[config.mk]
export PLATFORM = sky130hd
export DESIGN_NAME = segment_mean_level_quantizer
export DESIGN_NICKNAME = d
export VERILOG_FILES = /design/src/hdl/slmq_pkg.sv /design/src/hdl/slmq_front.sv /design/src/hdl/slmq_queue.sv /design/src/hdl/slmq_back.sv /design/src/hdl/segment_mean_level_quantizer.sv
export VERILOG_INCLUDE_DIRS = /design/src /design/src/hdl
export SDC_FILE = /design/constraint.sdc
export NUM_CORES = 1
export LEC_CHECK = 0
export BUFFER_PORTS_ARGS = -buffer_cell sky130_fd_sc_hd__buf_2
export CORE_ASPECT_RATIO = 1.75
export CORE_UTILIZATION = 29
export CTS_BUF_LIST = sky130_fd_sc_hd__clkbuf_16
export DETAILED_ROUTE_END_ITERATION = 10
export GPL_TIMING_DRIVEN = 0
export MAX_ROUTING_LAYER = met4
export PLACE_DENSITY_LB_ADDON = 0.15
export SLEW_MARGIN = 20
export SYNTH_ARGS = -nofsm -noshare
export SYNTH_HDL_FRONTEND = slang
export SYNTH_HIERARCHICAL = 1
export SYNTH_SLANG_ARGS = --single-unit
[constraint.sdc]
create_clock -name clk -period 6.14 [get_ports clk]
set_input_delay 0.614 -clock clk [delete_from_list [all_inputs] [get_ports clk]]
set_output_delay 0.614 -clock clk [all_outputs]
set_load 0.03 [all_outputs]
[src/hdl/segment_mean_level_quantizer_assert.svh]
// Assertion macros shared by the level meter RTL.
`ifndef SEGMENT_MEAN_LEVEL_QUANTIZER_ASSERT_SVH
`define SEGMENT_MEAN_LEVEL_QUANTIZER_ASSERT_SVH

// Same-cycle implication, checked on every clock edge out of reset.
`define SMLQ_ASSERT_IMP(name, clk, rstn, ante, cons) \
  name: assert property (@(posedge clk) disable iff (!rstn) (ante) |-> (cons)) \
    else $error("slmq assertion failed (same-cycle check)");

// Next-cycle implication, checked on every clock edge out of reset.
`define SMLQ_ASSERT_NXT(name, clk, rstn, ante, cons) \
  name: assert property (@(posedge clk) disable iff (!rstn) (ante) |=> (cons)) \
    else $error("slmq assertion failed (next-cycle check)");

`endif

[src/hdl/slmq_pkg.sv]
// Shared constants, types and register codes of the segment level meter.
package slmq_pkg;

  localparam int SAMPLE_WIDTH = 16;
  localparam int COUNT_WIDTH  = 16;
  localparam int SUM_WIDTH    = 32;
  localparam int MEAN_WIDTH   = 16;
  localparam int LEVEL_WIDTH  = 4;
  localparam int DATA_WIDTH   = 16;
  localparam int NUM_LIMITS   = 7;
  localparam int INDEX_WIDTH  = 3;
  localparam int STEP_WIDTH   = $clog2(SUM_WIDTH);
  localparam int QUEUE_DEPTH  = 2;
  localparam int QPTR_WIDTH   = $clog2(QUEUE_DEPTH);
  localparam int QCNT_WIDTH   = $clog2(QUEUE_DEPTH + 1);

  localparam logic [COUNT_WIDTH-1:0] SEG_LEN_RESET = COUNT_WIDTH'(1024);

  // Threshold reset values for levels two through eight.
  localparam logic [NUM_LIMITS-1:0][DATA_WIDTH-1:0] LIMIT_RESET = {
    16'sd800, 16'sd600, 16'sd500, 16'sd400, 16'sd300, 16'sd200, 16'sd50
  };

  // Configuration register indexes.
  typedef enum logic [INDEX_WIDTH-1:0] {
    REG_SEGMENT_LENGTH    = 3'd0,
    REG_LIMIT_LEVEL_TWO   = 3'd1,
    REG_LIMIT_LEVEL_THREE = 3'd2,
    REG_LIMIT_LEVEL_FOUR  = 3'd3,
    REG_LIMIT_LEVEL_FIVE  = 3'd4,
    REG_LIMIT_LEVEL_SIX   = 3'd5,
    REG_LIMIT_LEVEL_SEVEN = 3'd6,
    REG_LIMIT_LEVEL_EIGHT = 3'd7
  } cfg_reg_t;

  typedef logic [NUM_LIMITS-1:0][DATA_WIDTH-1:0] limit_vec_t;

  // One finished segment handed from the accumulator to the divider.
  typedef struct packed {
    logic signed [SUM_WIDTH-1:0] sum;
    logic [COUNT_WIDTH-1:0]      len;
    logic                        frame_end;
  } seg_job_t;

  // Queue status seen by both sides.
  typedef struct packed {
    logic empty;
    logic full;
  } q_stat_t;

  // Back-end status.
  typedef struct packed {
    logic idle;
    logic dividing;
  } back_stat_t;

endpackage

[src/hdl/slmq_front.sv]
// Sample accumulator: sums samples per segment and emits finished segments.
module slmq_front (
  input  logic                             clk,
  input  logic                             rst_n,
  input  logic                             in_push,
  input  logic signed [slmq_pkg::SAMPLE_WIDTH-1:0] in_sample,
  input  logic                             in_frame_end,
  output logic                             in_full,
  input  logic [slmq_pkg::COUNT_WIDTH-1:0] seg_len,
  input  slmq_pkg::q_stat_t                q_stat,
  output logic                             job_push,
  output slmq_pkg::seg_job_t               job
);
  import slmq_pkg::*;

  localparam logic signed [SUM_WIDTH:0] SUM_MAX = (SUM_WIDTH+1)'((64'sd1 <<< (SUM_WIDTH-1)) - 1);
  localparam logic signed [SUM_WIDTH:0] SUM_MIN = -(SUM_WIDTH+1)'(64'sd1 <<< (SUM_WIDTH-1));

  logic signed [SUM_WIDTH-1:0] sum_r, sum_nxt;
  logic [COUNT_WIDTH-1:0]      cnt_r, cnt_nxt;
  logic signed [SUM_WIDTH:0]   sum_add;
  logic signed [SUM_WIDTH-1:0] sum_sat;
  logic [COUNT_WIDTH-1:0]      cnt_inc;
  logic [COUNT_WIDTH-1:0]      len_eff;
  logic                        accept;
  logic                        seg_done;

  assign in_full = q_stat.full;
  assign accept  = in_push && !q_stat.full;

  // A zero length counts as one sample per segment.
  assign len_eff = (seg_len == '0) ? COUNT_WIDTH'(1) : seg_len;

  // Saturating add of the new sample.
  always_comb begin
    sum_add = (SUM_WIDTH+1)'(sum_r) + (SUM_WIDTH+1)'(in_sample);
    if (sum_add > SUM_MAX) begin
      sum_sat = SUM_MAX[SUM_WIDTH-1:0];
    end else if (sum_add < SUM_MIN) begin
      sum_sat = SUM_MIN[SUM_WIDTH-1:0];
    end else begin
      sum_sat = sum_add[SUM_WIDTH-1:0];
    end
  end

  assign cnt_inc  = cnt_r + COUNT_WIDTH'(1);
  assign seg_done = accept && (cnt_inc == len_eff);

  // Segment bookkeeping: a full segment or a frame end restarts the sum.
  always_comb begin
    sum_nxt = sum_r;
    cnt_nxt = cnt_r;
    if (accept) begin
      if (seg_done || in_frame_end) begin
        sum_nxt = '0;
        cnt_nxt = '0;
      end else begin
        sum_nxt = sum_sat;
        cnt_nxt = cnt_inc;
      end
    end
  end

  always_ff @(posedge clk) begin
    if (!rst_n) begin
      sum_r <= '0;
      cnt_r <= '0;
    end else begin
      sum_r <= sum_nxt;
      cnt_r <= cnt_nxt;
    end
  end

  // The finished segment goes to the queue in the same cycle.
  assign job_push      = seg_done;
  assign job.sum       = sum_sat;
  assign job.len       = len_eff;
  assign job.frame_end = in_frame_end;

endmodule

[src/hdl/slmq_queue.sv]
// Two-entry queue of finished segments between accumulator and divider.
module slmq_queue (
  input  logic               clk,
  input  logic               rst_n,
  input  logic               push,
  input  slmq_pkg::seg_job_t push_job,
  input  logic               pop,
  output slmq_pkg::seg_job_t pop_job,
  output slmq_pkg::q_stat_t  stat
);
  import slmq_pkg::*;

  seg_job_t              ent_r [QUEUE_DEPTH];
  logic [QPTR_WIDTH-1:0] wr_ptr_r, rd_ptr_r;
  logic [QCNT_WIDTH-1:0] cnt_r;
  logic                  do_push, do_pop;

  assign stat.empty = (cnt_r == '0);
  assign stat.full  = (cnt_r == QCNT_WIDTH'(QUEUE_DEPTH));
  assign do_push    = push && !stat.full;
  assign do_pop     = pop && !stat.empty;
  assign pop_job    = ent_r[rd_ptr_r];

  // Entry storage.
  always_ff @(posedge clk) begin
    if (do_push) begin
      ent_r[wr_ptr_r] <= push_job;
    end
  end

  // Pointers and fill count.
  always_ff @(posedge clk) begin
    if (!rst_n) begin
      wr_ptr_r <= '0;
      rd_ptr_r <= '0;
      cnt_r    <= '0;
    end else begin
      if (do_push) begin
        wr_ptr_r <= wr_ptr_r + QPTR_WIDTH'(1);
      end
      if (do_pop) begin
        rd_ptr_r <= rd_ptr_r + QPTR_WIDTH'(1);
      end
      if (do_push && !do_pop) begin
        cnt_r <= cnt_r + QCNT_WIDTH'(1);
      end else if (do_pop && !do_push) begin
        cnt_r <= cnt_r - QCNT_WIDTH'(1);
      end
    end
  end

endmodule

[src/hdl/slmq_back.sv]
// Divider and grader: one quotient bit per cycle, then level and output register.
module slmq_back (
  input  logic                             clk,
  input  logic                             rst_n,
  input  slmq_pkg::q_stat_t                q_stat,
  input  slmq_pkg::seg_job_t               job,
  output logic                             job_pop,
  input  slmq_pkg::limit_vec_t             limits,
  output slmq_pkg::back_stat_t             stat,
  output logic                             out_empty,
  input  logic                             out_pop,
  output logic [slmq_pkg::LEVEL_WIDTH-1:0] out_level,
  output logic signed [slmq_pkg::MEAN_WIDTH-1:0] out_segment_mean,
  output logic                             out_frame_last
);
  import slmq_pkg::*;

  typedef enum logic [3:0] {
    ST_IDLE = 4'b0001,
    ST_DIV  = 4'b0010,
    ST_MEAN = 4'b0100,
    ST_OUT  = 4'b1000
  } state_t;

  localparam logic [SUM_WIDTH-1:0] POS_LIMIT = SUM_WIDTH'((64'd1 << (MEAN_WIDTH-1)) - 1);
  localparam logic [SUM_WIDTH-1:0] NEG_LIMIT = SUM_WIDTH'(64'd1 << (MEAN_WIDTH-1));

  state_t                        state_r, state_nxt;
  logic [SUM_WIDTH-1:0]          quo_r;
  logic [COUNT_WIDTH-1:0]        rem_r;
  logic [COUNT_WIDTH-1:0]        len_r;
  logic [STEP_WIDTH-1:0]         step_r;
  logic                          neg_r;
  logic                          fend_r;
  logic signed [MEAN_WIDTH-1:0]  mean_r;
  logic                          valid_r;
  logic [LEVEL_WIDTH-1:0]        level_r;
  logic signed [MEAN_WIDTH-1:0]  omean_r;
  logic                          oflast_r;
  logic [COUNT_WIDTH:0]          trial;
  logic [COUNT_WIDTH:0]          diff;
  logic                          ge;
  logic signed [MEAN_WIDTH-1:0]  mean_sat;
  logic [LEVEL_WIDTH-1:0]        level_c;
  logic                          out_slot;

  assign stat.idle     = (state_r == ST_IDLE);
  assign stat.dividing = (state_r == ST_DIV);
  assign job_pop       = (state_r == ST_IDLE) && !q_stat.empty;
  assign out_slot      = !valid_r || out_pop;

  // One restoring division step.
  assign trial = {rem_r, quo_r[SUM_WIDTH-1]};
  assign diff  = trial - {1'b0, len_r};
  assign ge    = (trial >= {1'b0, len_r});

  // Signed mean from the magnitude quotient, clamped to the output range.
  always_comb begin
    if (neg_r) begin
      mean_sat = (quo_r > NEG_LIMIT) ? -MEAN_WIDTH'(NEG_LIMIT) : -quo_r[MEAN_WIDTH-1:0];
    end else begin
      mean_sat = (quo_r > POS_LIMIT) ? MEAN_WIDTH'(POS_LIMIT) : quo_r[MEAN_WIDTH-1:0];
    end
  end

  // Grade: the level is the highest one whose threshold the mean exceeds.
  always_comb begin
    level_c = LEVEL_WIDTH'(1);
    for (int i = 0; i < NUM_LIMITS; i++) begin
      if (mean_r > $signed(limits[i])) begin
        level_c = LEVEL_WIDTH'(i + 2);
      end
    end
  end

  // Sequencer.
  always_comb begin
    state_nxt = state_r;
    unique case (state_r)
      ST_IDLE: if (!q_stat.empty) state_nxt = ST_DIV;
      ST_DIV:  if (step_r == '0) state_nxt = ST_MEAN;
      ST_MEAN: state_nxt = ST_OUT;
      ST_OUT:  if (out_slot) state_nxt = ST_IDLE;
      default: state_nxt = ST_IDLE;
    endcase
  end

  always_ff @(posedge clk) begin
    if (!rst_n) begin
      state_r <= ST_IDLE;
    end else begin
      state_r <= state_nxt;
    end
  end

  // Datapath of the divider.
  always_ff @(posedge clk) begin
    if (state_r == ST_IDLE) begin
      neg_r  <= job.sum[SUM_WIDTH-1];
      quo_r  <= job.sum[SUM_WIDTH-1] ? (SUM_WIDTH'(0) - job.sum) : job.sum;
      len_r  <= job.len;
      fend_r <= job.frame_end;
      rem_r  <= '0;
      step_r <= STEP_WIDTH'(SUM_WIDTH - 1);
    end else if (state_r == ST_DIV) begin
      quo_r  <= {quo_r[SUM_WIDTH-2:0], ge};
      rem_r  <= ge ? diff[COUNT_WIDTH-1:0] : trial[COUNT_WIDTH-1:0];
      step_r <= step_r - STEP_WIDTH'(1);
    end
    if (state_r == ST_MEAN) begin
      mean_r <= mean_sat;
    end
  end

  // Output register.
  always_ff @(posedge clk) begin
    if (!rst_n) begin
      valid_r <= 1'b0;
    end else if ((state_r == ST_OUT) && out_slot) begin
      valid_r <= 1'b1;
    end else if (out_pop) begin
      valid_r <= 1'b0;
    end
  end

  always_ff @(posedge clk) begin
    if ((state_r == ST_OUT) && out_slot) begin
      level_r  <= level_c;
      omean_r  <= mean_r;
      oflast_r <= fend_r;
    end
  end

  assign out_empty        = !valid_r;
  assign out_level        = level_r;
  assign out_segment_mean = omean_r;
  assign out_frame_last   = oflast_r;

endmodule

[src/hdl/segment_mean_level_quantizer.sv]
// Top level of the segment mean level meter.
// Usage: samples enter on a queue-like port (in_push, in_full). An item is
// taken at a clock edge where in_push is high and in_full is low, one per
// cycle while the segment queue has room. Every segment_length samples the
// accumulated sum moves into a two-entry segment queue; a frame end in the
// middle of a segment drops the partial sum without a result.
// Results leave on a queue-like port (out_empty, out_pop): the oldest result
// waits on out_level, out_segment_mean and out_frame_last while out_empty is
// low and is taken at an edge where out_pop is high.
// Path: with the divider and the output register free, a segment's sum goes
// from its queue entry through the divider states (load, divide, mean,
// grade) into the output register. The divider makes one quotient bit per
// cycle and takes a new segment only when idle, so a burst of short segments
// fills the queue and in_full then holds off samples until it frees an entry.
// When the receiver stalls, one result waits in the output register, the
// divider holds its next result and the queue fills behind it.
// Configuration: cfg_valid with cfg_index and cfg_data writes a register;
// cfg_ready is always high. Write only while no segment is in flight.
// Reset (rst_n low, synchronous) restores the register defaults and clears
// the running sum, the sample count, the queue and the output register.
`include "segment_mean_level_quantizer_assert.svh"
module segment_mean_level_quantizer (
  input  logic                             clk,
  input  logic                             rst_n,
  input  logic                             in_push,
  output logic                             in_full,
  input  logic signed [slmq_pkg::SAMPLE_WIDTH-1:0] in_sample,
  input  logic                             in_frame_end,
  output logic                             out_empty,
  input  logic                             out_pop,
  output logic [slmq_pkg::LEVEL_WIDTH-1:0] out_level,
  output logic signed [slmq_pkg::MEAN_WIDTH-1:0] out_segment_mean,
  output logic                             out_frame_last,
  input  logic                             cfg_valid,
  output logic                             cfg_ready,
  input  logic [slmq_pkg::INDEX_WIDTH-1:0] cfg_index,
  input  logic [slmq_pkg::DATA_WIDTH-1:0]  cfg_data
);
  import slmq_pkg::*;

  logic [COUNT_WIDTH-1:0] seg_len_r;
  limit_vec_t             limits_r;
  q_stat_t                q_stat;
  back_stat_t             back_stat;
  seg_job_t               push_job, pop_job;
  logic                   job_push, job_pop;

  assign cfg_ready = 1'b1;

  // Configuration registers.
  always_ff @(posedge clk) begin
    if (!rst_n) begin
      seg_len_r <= SEG_LEN_RESET;
      limits_r  <= LIMIT_RESET;
    end else if (cfg_valid) begin
      unique case (cfg_reg_t'(cfg_index))
        REG_SEGMENT_LENGTH:    seg_len_r   <= COUNT_WIDTH'(cfg_data);
        REG_LIMIT_LEVEL_TWO:   limits_r[0] <= cfg_data;
        REG_LIMIT_LEVEL_THREE: limits_r[1] <= cfg_data;
        REG_LIMIT_LEVEL_FOUR:  limits_r[2] <= cfg_data;
        REG_LIMIT_LEVEL_FIVE:  limits_r[3] <= cfg_data;
        REG_LIMIT_LEVEL_SIX:   limits_r[4] <= cfg_data;
        REG_LIMIT_LEVEL_SEVEN: limits_r[5] <= cfg_data;
        REG_LIMIT_LEVEL_EIGHT: limits_r[6] <= cfg_data;
        default: ;
      endcase
    end
  end

  // Accumulator front end.
  slmq_front u_front (
    .clk          (clk),
    .rst_n        (rst_n),
    .in_push      (in_push),
    .in_sample    (in_sample),
    .in_frame_end (in_frame_end),
    .in_full      (in_full),
    .seg_len      (seg_len_r),
    .q_stat       (q_stat),
    .job_push     (job_push),
    .job          (push_job)
  );

  // Segment queue.
  slmq_queue u_queue (
    .clk      (clk),
    .rst_n    (rst_n),
    .push     (job_push),
    .push_job (push_job),
    .pop      (job_pop),
    .pop_job  (pop_job),
    .stat     (q_stat)
  );

  // Divider, grader and output register.
  slmq_back u_back (
    .clk              (clk),
    .rst_n            (rst_n),
    .q_stat           (q_stat),
    .job              (pop_job),
    .job_pop          (job_pop),
    .limits           (limits_r),
    .stat             (back_stat),
    .out_empty        (out_empty),
    .out_pop          (out_pop),
    .out_level        (out_level),
    .out_segment_mean (out_segment_mean),
    .out_frame_last   (out_frame_last)
  );

  // The divider starts on a waiting segment in the next cycle.
  `SMLQ_ASSERT_NXT(a_back_starts, clk, rst_n, back_stat.idle && !q_stat.empty, back_stat.dividing)
  // The queue is only drained by an idle back end.
  `SMLQ_ASSERT_IMP(a_pop_when_idle, clk, rst_n, job_pop, back_stat.idle && !q_stat.empty)
  // An empty queue with no new segment stays empty.
  `SMLQ_ASSERT_NXT(a_queue_no_ghost, clk, rst_n, q_stat.empty && !job_push, q_stat.empty)

endmodule
# After elaboration in Yosys (flattened, before gate mapping)
# Memories as Yosys holds them, arrays and structs flattened. A register that Yosys moved wholly into a read port is not among the register bits.
# Cells that the tools add are included.
[word_totals]
ff_bits = 293
mem_count = 1
inputBits = 41
mem_bits_rw = 98
[mem_list]
columns = ["name", "words", "width", "rd", "rd_clocked_by_memory_dff", "wr", "line", "rtl"]
rows = [
  ["u_queue.ent_r", 2, 49, 1, 1, 1, "slmq_queue.sv:13", "seg_job_t ent_r [QUEUE_DEPTH];"],
]
[classes]
n_eq_ne = 16
n_reduce_logical = 31
addsub = 10
n_lt_le_gt_ge = 12
n_mux = 30
[ops]
columns = ["op", "count"]
rows = [
  ["$mux 32", 6],
  ["$gt 16x16->1", 7],
  ["$mux 16", 6],
  ["$add 32x16->33", 1],
  ["$gt 33x32->1 const B", 1],
  ["$lt 33x32->1 const B", 1],
  ["$gt 32x15->1 const B", 1],
  ["$gt 32x16->1 const B", 1],
  ["$sub 1x32->32 const A", 1],
  ["$ge 17x16->1", 1],
  ["$add 16x1->16 const B", 1],
  ["$eq 16x16->1", 1],
  ["$logic_not 16->1", 1],
  ["$neg 16->16", 1],
  ["$pmux 4 s4", 1],
  ["$reduce_and 2->1", 8],
  ["$sub 16x16->16", 1],
  ["$eq 3x3->1 const B", 4],
  ["$mux 3", 4],
  ["$mux 4", 3],
  ["$logic_and 1x1->1", 8],
  ["$mux 2", 4],
  ["$eq 3x2->1 const B", 2],
  ["$mux 1", 6],
  ["other kinds (19)", 28],
]

# Logic depth before layout (Yosys ltp)
# Gate-level depths: netlist of run 1.
[logic_depth]
word_depth = 9
mapped_depth = 15
depth_no_buf = 14

# Hierarchy
# Netlist of run 1, hierarchy kept.
[by_module_without_submodules]
columns = ["mod", "seq_area_each_um2", "area_each_um2", "cells_per_inst", "n_inst"]
rows = [
  ["slmq_back", 3133.0, 8822.2, 979, 1],
  ["segment_mean_level_quantizer", 2562.5, 4797.1, 456, 1],
  ["slmq_front", 960.9, 4743.3, 646, 1],
  ["slmq_queue", 3042.9, 3762.4, 177, 1],
]

# Worst setup path before layout of run 1
# No wires, ideal clock.
[synth_path]
path_type = "input port to flip-flop"
startpoint = "in in_push"
endpoint = "mem u_queue/ent_r[0][0] in the netlist's numbering, enable pin"
t_required_ns = 5.692
path_stages = 9
arrival_time_ns = 4.171
path_buffers = 1
path_slack_ns = 1.521
path_cell_list = "nor2b_1 clkbuf_1 nand3_1 a2111oi_0 nand4b_1 nor4_2 and3_1 inv_1 nor3_2"
[synth_between]
elab_chain_cells = 5
[synth_rtl]
columns = ["item", "line", "rtl"]
rows = [
  ["start, declared", "segment_mean_level_quantizer.sv:25", "input logic in_push,"],
  ["$logic_and 1x1->1", "slmq_front.sv:29", "assign accept = in_push && !q_stat.full;"],
  ["$logic_and 1x1->1", "slmq_front.sv:47", "assign seg_done = accept && (cnt_inc == len_eff);"],
  ["named net job_push", "segment_mean_level_quantizer.sv:46", "logic job_push, job_pop;"],
  ["$logic_and 1x1->1", "slmq_queue.sv:20", "assign do_push = push && !stat.full;"],
  ["$mux 1", "slmq_queue.sv:26", "if (do_push) begin"],
  ["$mux 1 (implied by the code)", "slmq_queue.sv:27", "ent_r[wr_ptr_r] <= push_job;"],
  ["end, declared", "slmq_queue.sv:13", ""],
]
# The timed path passes the listed nets, and every way through them passes these cells.

==> reports/metrics.yaml, run 1 <==
logic_synthesis:
  avgSynthCellArea_um2: 9.80
  syn_nets: 2466
  yosys-top-cells-area: "edfxtp_1 (25%), dfxtp_1 (19%), ha_1 (9.3%)"
  synth_ff_type: "dfxtp_1"
  yosysTopAreaCell: "edfxtp_1"
  synth_top_family_by_area: "simple AND/OR/NAND/NOR gates"
  ys_ff_latch: 392
  synthSimpleGateAreaFrac_pct: 14.7
  ys_types: 92
  synthMuxAreaShare_pct: 8.74
  synth-warning-count: 6
  syn_inst: 2258
  synth-compound-area-share_pct: 13.9
  seq_area_frac_synth_pct: 43.8
  synth_fa_ha_area_share_pct: 9.51
  yosysTopAreaCellShare_pct: 25.1
  synthXorXnorAreaFrac_pct: 3.82
  async_reset_ff_share_pct: 0
  synth_edf_count: 185
  syn_area_mm2: 0.0221
clock_network:
  cts_root_buf: "clkbuf_16"
  clkSlewWorstSetupHoldPaths_ps: 60
  cts_num_sinks: 392
  cts_hold_buffers: 0
  cts_tree: "yes"
  htreeDepth: 2
  clk_path_buf_depth: 3
  cts-resized-gates: 0
  cts_made_buffers: 43
  post_cts_buffers: 0
  clk_latency_ps: 590
global_routing:
  antenna_found_initial: 2
  grt_pass1_wl_mm: 108
  grt_max_degree: 36
  gr-usage-all-layers_pct: 19.2
  grt-ovfl-total: 0
  grt_pass1_vias: 17700
sta:
  rsz0062_at_grt: "false"
  clock_skew_ps: 18.2
  tightestPinTransition_ps: 902
  fin_crit_sh_pct: 74.0
  slew_viol_final: 0
  hold_violations: 0
  slew_headroom_pct: 39.6
  setup_viol: 0
  period_minus_slack_ps: 4550
  fmax_mhz: 220
final_layout:
  syn_to_final_growth_pct: 13.9
  num-fill-cells: 7835
  final_cells: 3418
  nets: 2577
  stdcell_area_mm2: 0.0252
  drive_above_1_share_pct: 10.6
placement:
  dp_hpwl_mm: 56.1
  place_area_mm2: 0.0238
  gp_congestion: 0.893
  dpl.cell_count: 3336
  portBuffers: 59
floorplan:
  row_count: 133
  core_area_mm2: 0.0754
  initial_core_util_pct: 29.3
  fp.dieArea_mm2: 0.0774
  ioPinCount: 65
  die_w_um: 211
  die_h_um: 367
critical_path:
  worstPathMaxFanout: 15
  cp.arrival_ps: 4840
  crit_top_cell: "buf_8"
  crit_family: "simple AND/OR/NAND/NOR gates"
  path_cells: "nand2b_1, inv_2, nor2b_1, clkbuf_1, nand3_1, a2111oi_0, nand4b_1, nor4_2, and3_1, inv_1, nor3_4, buf_8, buf_8"
  max_stage_delay_ps: 680
  crit_type: "reg2reg"
  crit_required_ps: 6440
  cpMaxStageDelayCell: "nor4_2"
  rrSetupSlack_ps: 1590
  worst-path-buf-inv: 5
  start_kind: "flip-flop"
  endpoint_kind: "flip-flop"
min_path:
  hp-class: "in2reg"
power:
  cellLeakagePower_nw: 10.1
  powerDensity_mw_per_mm2: 247
  peakVddDrop_uv: 158
detailed_routing:
  drt_wl_total_mm: 71.7
  drcViolationCount: 0
  wl_per_cell_um: 21.0
  num_vias: 17100
  ant_nets: 0
  vias_per_cell: 5.00
  firstDrtPassIters: 4
  drt_iter0_markers: 787
run_status:
  run_status: "complete, no violations"
job:
  cap_violations: 0
cell families (layout without fill, tap and decap cells):
kind of cell,after synthesis,in the layout
AND/OR/NAND/NOR,652,652
AO/OA/AOI/OAI,474,474
flip-flops,392,392
buffers and inverters,290,436
multiplexers,187,187
adder cells (fa/ha/maj),167,167
XOR/XNOR,95,95
other,1,3
registers in the layout, indices dropped and copies added (netlist names), named ones only:
register	count
u_back/out_frame_last	1
u_back/step_r	5
u_queue/wr_ptr_r	1
u_back/mean_r	16
u_back/rem_r	16
limits_r	112
u_back/state_r	4
u_back/quo_r	32
u_back/neg_r	1
seg_len_r	16
u_back/out_segment_mean	16
u_back/valid_r	1
u_back/fend_r	1
u_front/cnt_r	16
u_back/len_r	16
u_queue/rd_ptr_r	1
u_back/out_level	4
u_queue/cnt_r	2
u_front/sum_r	32
u_queue/ent_r	98
cells in the final DEF, fill, tap and decap left out, drive strengths merged, types with 50 or more instances in the layout:
cell type  count
ha           165
mux2i        137
a21oi         90
clkbuf       120
edfxtp       185
nor2          81
buf          107
nand2        282
xor2          57
mux2          50
inv          183
nor2b         58
dfxtp        207
o21ai        157
worst register-to-register path: cells and delay by family, from the launching register on:
| kind | cells | cell delay (ps) |
|---|---|---|
| AO/OA/AOI/OAI | 1 | 410 |
| buffers and inverters | 5 | 1010 |
| flip-flops | 1 | 420 |
| AND/OR/NAND/NOR | 7 | 2390 |
cells in the mapped netlist (all sizes together) (5+ instances only):
library cell	number
o21a	15
a211oi	16
o22ai	8
nand3	37
and3	10
and2	10
dfxtp	207
xnor2	37
or4	7
xor2	57
o21ai	157
a31oi	26
o31ai	20
mux2i	137
nor3	32
o41ai	11
edfxtp	185
a2111oi	5
nor3b	5
nand4b	5
nand4	41
and4	10
nor4	16
clkbuf	76
a21oi	90
or2	8
nor2b	58
o21bai	8
mux2	50
nand2b	14
a21o	34
inv	173
or3	20
ha	165
buf	41
o311ai	15
nand2	282
o211ai	34
nor2	81
path summary, 6_finish.rpt:
check                           startpoint                               to  depth (start not counted)
max          u_queue/cnt_r[0]$_SDFFE_PN0P_   u_queue/ent_r[0][29]$_DFFE_PP_                         13
min                            cfg_data[2]        limits_r[66]$_SDFFE_PN1P_                          3
max reg2reg  u_queue/cnt_r[0]$_SDFFE_PN0P_   u_queue/ent_r[0][29]$_DFFE_PP_                         13
min reg2reg        u_back/fend_r$_DFFE_PP_  u_back/out_frame_last$_DFFE_PP_                          0
cell type report:
| class | instances | area (µm²) | area share (%) |
|---|---|---|---|
| antenna | 2 | 5.00 | 0.0199 |
| sequential | 392 | 9700 | 38.5 |
| multi-input combinational | 1576 | 11300 | 44.7 |
| tap | 1012 | 1270 | 5.02 |
| clock inverter | 36 | 283 | 1.12 |
| clock buffer | 44 | 1100 | 4.37 |
| buffer | 117 | 543 | 2.15 |
| timing repair buffer | 66 | 403 | 1.60 |
| inverter | 173 | 649 | 2.58 |
power by group:
part           total, mW  switching (mW)  internal, mW
sequential          2.90          0.0578          2.84
combinational      0.743           0.512         0.231
clock               2.59            1.15          1.44
through the flow:
stage / power (mW) / hold slack, ps / worst slack, ps / TNS [ps] / util (%)
2_1_floorplan: 3.40 / 400 / 1520 / 0 / -
3_3_place_gp: 3.70 / 443 / -695 / -34280 / 31.4
3_5_place_dp: 3.71 / 442 / 1540 / 0 / 31.6
4_1_cts: 6.33 / 292 / 1530 / 0 / 33.4
5_1_grt: 6.49 / 325 / 1270 / 0 / 33.4
6_report: 6.23 / 330 / 1590 / 0 / 33.4
routing by layer:
metal / routed length (µm) / vias to the layer above / GRT usage (%)
li1: - / 8341 / -
met1: 24600 / 8271 / 17.2
met2: 40800 / 330 / 38.3
met3: 2070 / 153 / 2.24
met4: 4190 / 0 / 10.1
met5: 0 / - / -
(Power assumes the default switching activity.)
==> run 2: changes to the inputs <==
ABC_AREA = 1   (was default)
clock period = 4.3 ns   (was 6.14 ns; I/O delays follow)
==> run 2 against run 1 <==
Sequential power is 41% higher. Core utilization is 0.36 points lower. Area after synthesis is 5.4% higher. Worst hold slack worse by 200 ps. Worst setup slack worse by 1200 ps. Flip-flop and latch count stayed put. Clock skew is 8.1 ps higher. Die area is 5.4% higher. Design area is 4.6% higher. Via count is 14% higher. Global-route usage hardly changed. Synthesized cell count is 35% higher. Critical path type unchanged.
==> reports/metrics.yaml, run 2 <==
placement:
  place_ws_ps: 245  # -1300 ps
  place_area_mm2: 0.0251  # +5.4%
  dpl.cell_count: 4160  # +25%
  dp_hpwl_mm: 59.6  # +6.3%
  portBuffers: 63  # +6.8%
  gp_congestion: 0.855  # -4.2%
logic_synthesis:
  avgSynthCellArea_um2: 7.65  # -22%
  synth_commonest_cells: "nand2_1 (822), nor2_1 (391), inv_1 (371)"
  synth-warning-count: 6  # unchanged
  syn_nets: 3258  # +32%
  synth_edf_count: 185  # unchanged
  syn_inst: 3050  # +35%
  yosys-top-cells-area: "edfxtp_1 (24%), dfxtp_1 (18%), nand2_1 (13%)"
  ys_ff_latch: 392  # unchanged
  synth_ff_type: "dfxtp_1"
  yosysTopAreaCellShare_pct: 23.8  # -1.3 points
  seq_area_frac_synth_pct: 41.6  # -2.3 points
  ys_types: 57  # -38%
  syn_area_mm2: 0.0233  # +5.4%
  synth_most_common_cell: "nand2_1"
  yosysTopAreaCell: "edfxtp_1"
  async_reset_ff_share_pct: 0  # unchanged
floorplan:
  initial_core_util_pct: 29.3  # -0.082 points
  fp.dieArea_mm2: 0.0816  # +5.4%
  die_w_um: 216  # +2.7%
  core_area_mm2: 0.0797  # +5.7%
  ioPinCount: 65  # unchanged
  row_count: 137  # +3.0%
  die_h_um: 377  # +2.7%
min_path:
  hp-start: "cfg_data[10]"
  min_to: "seg_len_r[10]$_SDFFE_PN1P_"
  holdPathStages: 3  # unchanged
  hp-class: "in2reg"
final_layout:
  nets: 3369  # +31%
  antennaDiodeCount: 0  # -2
  stdcell_area_mm2: 0.0264  # +4.6%
  final_common_cell: "nand2_1"
  largest_register_ffs: 112  # unchanged
  final_cells: 4232  # +24%
  top_regs: "limits_r x112, u_queue/ent_r x98"
  num-fill-cells: 8669  # +11%
  layout_common_cells: "nand2_1 (822), nor2_1 (388), inv_1 (374), nand3_1 (253), dfxtp_1 (207)"
  drive_above_1_share_pct: 9.66  # -0.91 points
  regMostFlops: "limits_r"
  syn_to_final_growth_pct: 13.0
  final_util_pct: 33.1  # -0.36 points
power:
  power_frac_seq_pct: 47.5  # +1.0 points
  swShare_pct: 27.2  # -0.37 points
  peakVddDrop_uv: 256  # +62%
  cellLeakagePower_nw: 11.6  # +15%
  p_clk_share_pct: 40.9  # -0.7 points
  internal-power_mw: 6.25  # +38%
  power_switching_mw: 2.34  # +36%
  p_total_mw: 8.59  # +38%
  pwr-share-comb_pct: 11.7  # -0.2 points
  powerDensity_mw_per_mm2: 326  # +32%
clock_network:
  cts_root_buf: "clkbuf_16"
  clk_path_buf_depth: 3  # unchanged
  cts_num_sinks: 392  # unchanged
  cts_made_buffers: 41  # -4.7%
  htreeDepth: 2  # unchanged
  cts_tree: "yes"
  clk_latency_ps: 580  # about the same
  post_cts_buffers: 0  # unchanged
  cts-resized-gates: 0  # unchanged
  cts_hold_buffers: 0  # unchanged
  clkSlewWorstSetupHoldPaths_ps: 60  # about the same
detailed_routing:
  ant_nets: 0  # unchanged
  num_vias: 19500  # +14%
  drcViolationCount: 0  # unchanged
  drt_iter0_markers: 868  # +10%
  drt_wl_total_mm: 75.3  # +5.0%
  firstDrtPassIters: 5  # +1
  vias_per_cell: 4.60  # -8.1%
  wl_per_cell_um: 17.8  # -15%
critical_path:
  r2r_cells: 18  # +5
  crit_required_ps: 4570  # -1870 ps
  rrSetupSlack_ps: 340  # -1250 ps
  r2r-end: "u_queue/ent_r[0][47]$_DFFE_PP_"
  cp.arrival_ps: 4220  # -620 ps
  worstPathMaxFanout: 18  # +3
  crit_type: "reg2reg"
  endpoint_kind: "flip-flop"
  start_kind: "flip-flop"
  r2r_start: "u_front/cnt_r[0]$_SDFFE_PN0P_"
sta:
  clock_skew_ps: 26.3  # +8.08 ps
  slew_headroom_pct: 37.8  # -1.9 points
  finalSetupTns_ps: 0  # unchanged
  tightestPinTransition_ps: 930  # +28.2 ps
  slew_viol_final: 0  # unchanged
  period_minus_slack_ps: 3960  # -590 ps
  fmax_mhz: 253  # +15%
  fin_crit_sh_pct: 92.0  # +18 points
  setup_viol: 0  # unchanged
  whs_ps: 126  # -204 ps
  rsz0062_at_grt: "false"
  setup_slack_ps: 344  # -1250 ps
  hold_violations: 0  # unchanged
job:
  cap_violations: 0  # unchanged
global_routing:
  grt_pass1_vias: 19900  # +13%
  grt-ovfl-total: 0  # unchanged
  grt_max_degree: 34  # -5.6%
  gr-usage-all-layers_pct: 19.2  # +0.041 points
  grt_pass1_wl_mm: 115  # +6.7%
  antenna_found_initial: 0  # -2
run_status:
  run_status: "complete, no violations"
==> run 2: final cells by class <==
type	count	area [µm²]	share of cell area, %
Multi-Input combinational cell	2169	11700	44.2
Inverter	379	1420	5.40
Buffer	110	571	2.16
Timing Repair Buffer	68	445	1.69
Tap cell	1042	1300	4.94
Sequential cell	392	9700	36.8
Clock inverter	31	241	0.916
Clock buffer	41	1030	3.89
==> run 2: worst max-delay path by stage <==
stage | start | endpoint | slack [ps] | cells after the start
final | u_front/cnt_r[0]$_SDFFE_PN0P_ | u_queue/ent_r[0][47]$_DFFE_PP_ | 340 | 18
after global routing | u_front/cnt_r[0]$_SDFFE_PN0P_ | u_queue/ent_r[1][44]$_DFFE_PP_ | 20 | 18
after CTS | u_front/cnt_r[0]$_SDFFE_PN0P_ | u_queue/ent_r[1][47]$_DFFE_PP_ | 210 | 18
after detailed placement | u_front/cnt_r[0]$_SDFFE_PN0P_ | u_queue/ent_r[1][42]$_DFFE_PP_ | 250 | 18
after global placement | u_front/cnt_r[0]$_SDFFE_PN0P_ | u_queue/ent_r[0][42]$_DFFE_PP_ | -2420 | 16
after floorplan | u_front/cnt_r[0]$_SDFFE_PN0P_ | u_queue/ent_r[0][0]$_DFFE_PP_ | -110 | 14
==> run 2: cell families (layout without fill, tap and decap cells) <==
kind of cell             Yosys count  count (layout)  synth area share [%]
AND/OR/NAND/NOR                 1608            1608                  29.4
buffers and inverters            489             629                  8.54
flip-flops                       392             392                  41.6
AO/OA/AOI/OAI                    282             282                  6.52
adder cells (fa/ha/maj)          167             167                  9.02
XOR/XNOR                          62              62                  2.36
multiplexers                      49              49                  2.53
other                              1               1                0.0161
==> run 2: per-layer routing <==
layer  up-vias  track usage (%)  share of wire, %
li1      10100                -                 -
met2       286             39.2                57
met3       132             1.88               2.4
met5         -                -                 0
met1      8958             17.5                36
met4         0             8.66               4.8
==> run 2: worst max-delay path: stages (launching register included) <==
cell and delay, ps:
dfxtp_1 530, ha_1 270, nand2_2 110, o21ai_0 250, nand2_1 110, nand2_1 70, nand2_1 40, nor2_1 180
nand2_1 70, inv_1 50, nand4_1 90, nor2_1 160, nand2_2 170, buf_2 260, inv_1 120, o21ai_1 180
nor2_4 550, buf_16 240, buf_16 170
==> run 2: power by group through the flow <==
stage / combinational (mW) / sequential [mW] / clock [mW]
4_1_cts: 1.02 / 4.08 / 3.63
3_5_place_dp: 1.01 / 4.16 / 0
2_1_floorplan: 0.683 / 4.13 / 0
6_report: 1.00 / 4.08 / 3.51
3_3_place_gp: 1.01 / 4.16 / 0
5_1_grt: 1.13 / 4.09 / 3.76
==> run 3: changes to the inputs <==
CELL_PAD_IN_SITES_DETAIL_PLACEMENT = 1   (was default)
CELL_PAD_IN_SITES_GLOBAL_PLACEMENT = 1   (was default)
CORE_MARGIN = 8   (was default)
==> run 3 against run 2 <==
Flip-flop and latch count did not move. Global-route usage about the same. Combinational power is essentially flat. Critical path depth is 3 lower. Sequential share of layout area down 0.12 points. Non-clock buffer count shrank 1. Sequential power about the same. Die area rose by 10%. Largest cell class unchanged.
==> reports/metrics.yaml, run 3 (synthesized netlist as in run 2, its figures left out) <==
run_status:
  run_status: "complete, no violations"
sta:
  slew_viol_final: 0  # unchanged
  whs_ps: 98.3  # -27.5 ps
  clock_skew_ps: 25.0  # -1.25 ps
  period_minus_slack_ps: 3610  # -344 ps
  hold_violations: 0  # unchanged
  rsz0062_at_grt: "false"
  fin_crit_sh_pct: 84.0  # -8.0 points
  setup_viol: 0  # unchanged
  fmax_mhz: 277  # +9.5%
  tightestPinTransition_ps: 977  # +47.2 ps
  slew_headroom_pct: 34.8  # -2.9 points
critical_path:
  crit_type: "reg2reg"
  rrSetupSlack_ps: 690  # +340 ps
  r2r-end: "u_queue/ent_r[0][39]$_DFFE_PP_"
  start_kind: "flip-flop"
  r2r_cells: 15  # -3
  cp.arrival_ps: 3860  # -360 ps
  endpoint_kind: "flip-flop"
  crit_required_ps: 4550  # -20 ps
  r2r_start: "u_front/cnt_r[0]$_SDFFE_PN0P_"
  worstPathMaxFanout: 24  # +6
global_routing:
  grt_pass1_wl_mm: 130  # +13%
  grt-ovfl-total: 0  # unchanged
  gr-usage-all-layers_pct: 19.3  # +0.035 points
  grt_pass1_vias: 22300  # +12%
  antenna_found_initial: 0  # unchanged
  grt_max_degree: 34  # unchanged
clock_network:
  clk_latency_ps: 570  # about the same
  post_cts_buffers: 0  # unchanged
  htreeDepth: 2  # unchanged
  cts-resized-gates: 0  # unchanged
  cts_made_buffers: 41  # unchanged
  cts_num_sinks: 392  # unchanged
  cts_hold_buffers: 0  # unchanged
  clk_path_buf_depth: 3  # unchanged
  clkSlewWorstSetupHoldPaths_ps: 60  # about the same
  cts_root_buf: "clkbuf_16"
  cts_tree: "yes"
final_layout:
  multi_input_area_mm2: 0.0117  # unchanged
  final_common_cell: "nand2_1"
  top_regs: "limits_r x112, u_queue/ent_r x98"
  regMostFlops: "limits_r"
  final_util_pct: 33.2  # +0.11 points
  register_area_mm2: 0.00970  # unchanged
  nets: 3368  # -0.030%
  num-fill-cells: 9751  # +12%
  antennaDiodeCount: 0  # unchanged
  layout_common_cells: "nand2_1 (822), nor2_1 (388), inv_1 (378), nand3_1 (253), dfxtp_1 (207)"
  largest_register_ffs: 112  # unchanged
  syn_to_final_growth_pct: 13.4
  drive_above_1_share_pct: 9.68  # +0.028 points
floorplan:
  initial_core_util_pct: 29.3  # unchanged
  row_count: 137  # unchanged
  fp.dieArea_mm2: 0.0901  # +10%
  ioPinCount: 65  # unchanged
  core_area_mm2: 0.0797  # unchanged
  die_w_um: 230  # +6.5%
  die_h_um: 391  # +3.7%
placement:
  portBuffers: 63  # unchanged
  gp_congestion: 0.886  # +3.7%
  dp_hpwl_mm: 68.4  # +15%
min_path:
  min_to: "limits_r[1]$_SDFFE_PN1P_"
  holdPathStages: 3  # unchanged
  hp-start: "cfg_data[1]"
  hp-class: "in2reg"
power:
  powerDensity_mw_per_mm2: 335  # +2.8%
  peakVddDrop_uv: 286  # +12%
  cellLeakagePower_nw: 11.7  # +0.44%
  p_total_mw: 8.85  # +3.1%
detailed_routing:
  num_vias: 20300  # +4.2%
  wl_per_cell_um: 20.0  # +12%
  drt_wl_total_mm: 84.6  # +12%
  ant_nets: 0  # unchanged
  drt_iter0_markers: 785  # -9.6%
  drcViolationCount: 0  # unchanged
  vias_per_cell: 4.79  # +4.2%
  firstDrtPassIters: 5  # unchanged
job:
  cap_violations: 0  # unchanged
## run 3: cell types whose count changed in the layout (fill, tap and decap cells not counted), sizes merged
cell	before	now
buf	126	125
bufinv	3	5
clkbuf	93	97
clkinv	22	14
clkinvlp	0	2
inv	385	387
## run 3: per-stage QoR
step           instances  setup TNS, ps  setup slack [ps]  area (µm²)
2_1_floorplan       3050         -10500              -107       23300
3_3_place_gp        4155        -203070             -2090       24900
3_5_place_dp        4159              0               665       25100
4_1_cts             4233              0               625       26500
5_1_grt             4233              0               280       26500
6_report            4233              0               688       26500
## run 3: power by group
group | total (mW) | switching (mW) | internal (mW)
clock | 3.74 | 1.56 | 2.18
combinational | 1.03 | 0.728 | 0.306
sequential | 4.08 | 0.0626 | 4.02
## run 3: layer usage
metal / vias to the layer above / wire length, µm / global-route usage (%) / share of wire, %
met2: 293 / 48300 / 38.9 / 57
met5: - / 0 / - / 0
li1: 10100 / - / - / -
met3: 206 / 1720 / 1.79 / 2.0
met4: 0 / 5600 / 11.1 / 6.6
met1: 9692 / 28900 / 16.9 / 34
## run 3: worst max-delay path: stages, from the launching register on
cell     delay [ps]
dfxtp_1         530
ha_1            270
nand2_2         120
nor2_8          180
nand2_2          90
o21ai_1         300
nor2_1           70
nor2_1          130
nand4_1         100
nor2_1          120
nand2_2         180
buf_2           270
inv_1            80
o21ai_1         170
nor2_4          430
buf_12          240
## run 3: worst max-delay path by stage
stage / slack (ps) / cells after the start / from / endpoint
3_3_place_gp: -2090 / 14 / u_front/cnt_r[0]$_SDFFE_PN0P_ / u_queue/ent_r[1][47]$_DFFE_PP_
5_1_grt: 280 / 21 / u_front/cnt_r[0]$_SDFFE_PN0P_ / u_queue/cnt_r[1]$_SDFFE_PN0P_
2_1_floorplan: -110 / 14 / u_front/cnt_r[0]$_SDFFE_PN0P_ / u_queue/ent_r[0][0]$_DFFE_PP_
6_report: 690 / 15 / u_front/cnt_r[0]$_SDFFE_PN0P_ / u_queue/ent_r[0][39]$_DFFE_PP_
3_5_place_dp: 660 / 15 / u_front/cnt_r[0]$_SDFFE_PN0P_ / u_queue/ent_r[0][46]$_DFFE_PP_
4_1_cts: 630 / 15 / u_front/cnt_r[0]$_SDFFE_PN0P_ / u_queue/ent_r[0][46]$_DFFE_PP_
## run 3: area by class of cell
cell class | instances | area share [%]
Clock buffer | 45 | 4.26
Multi-Input combinational cell | 2169 | 44.1
Clock inverter | 29 | 0.984
Tap cell | 1042 | 4.93
Sequential cell | 392 | 36.7
Inverter | 379 | 5.38
Buffer | 110 | 2.16
Timing Repair Buffer | 67 | 1.55
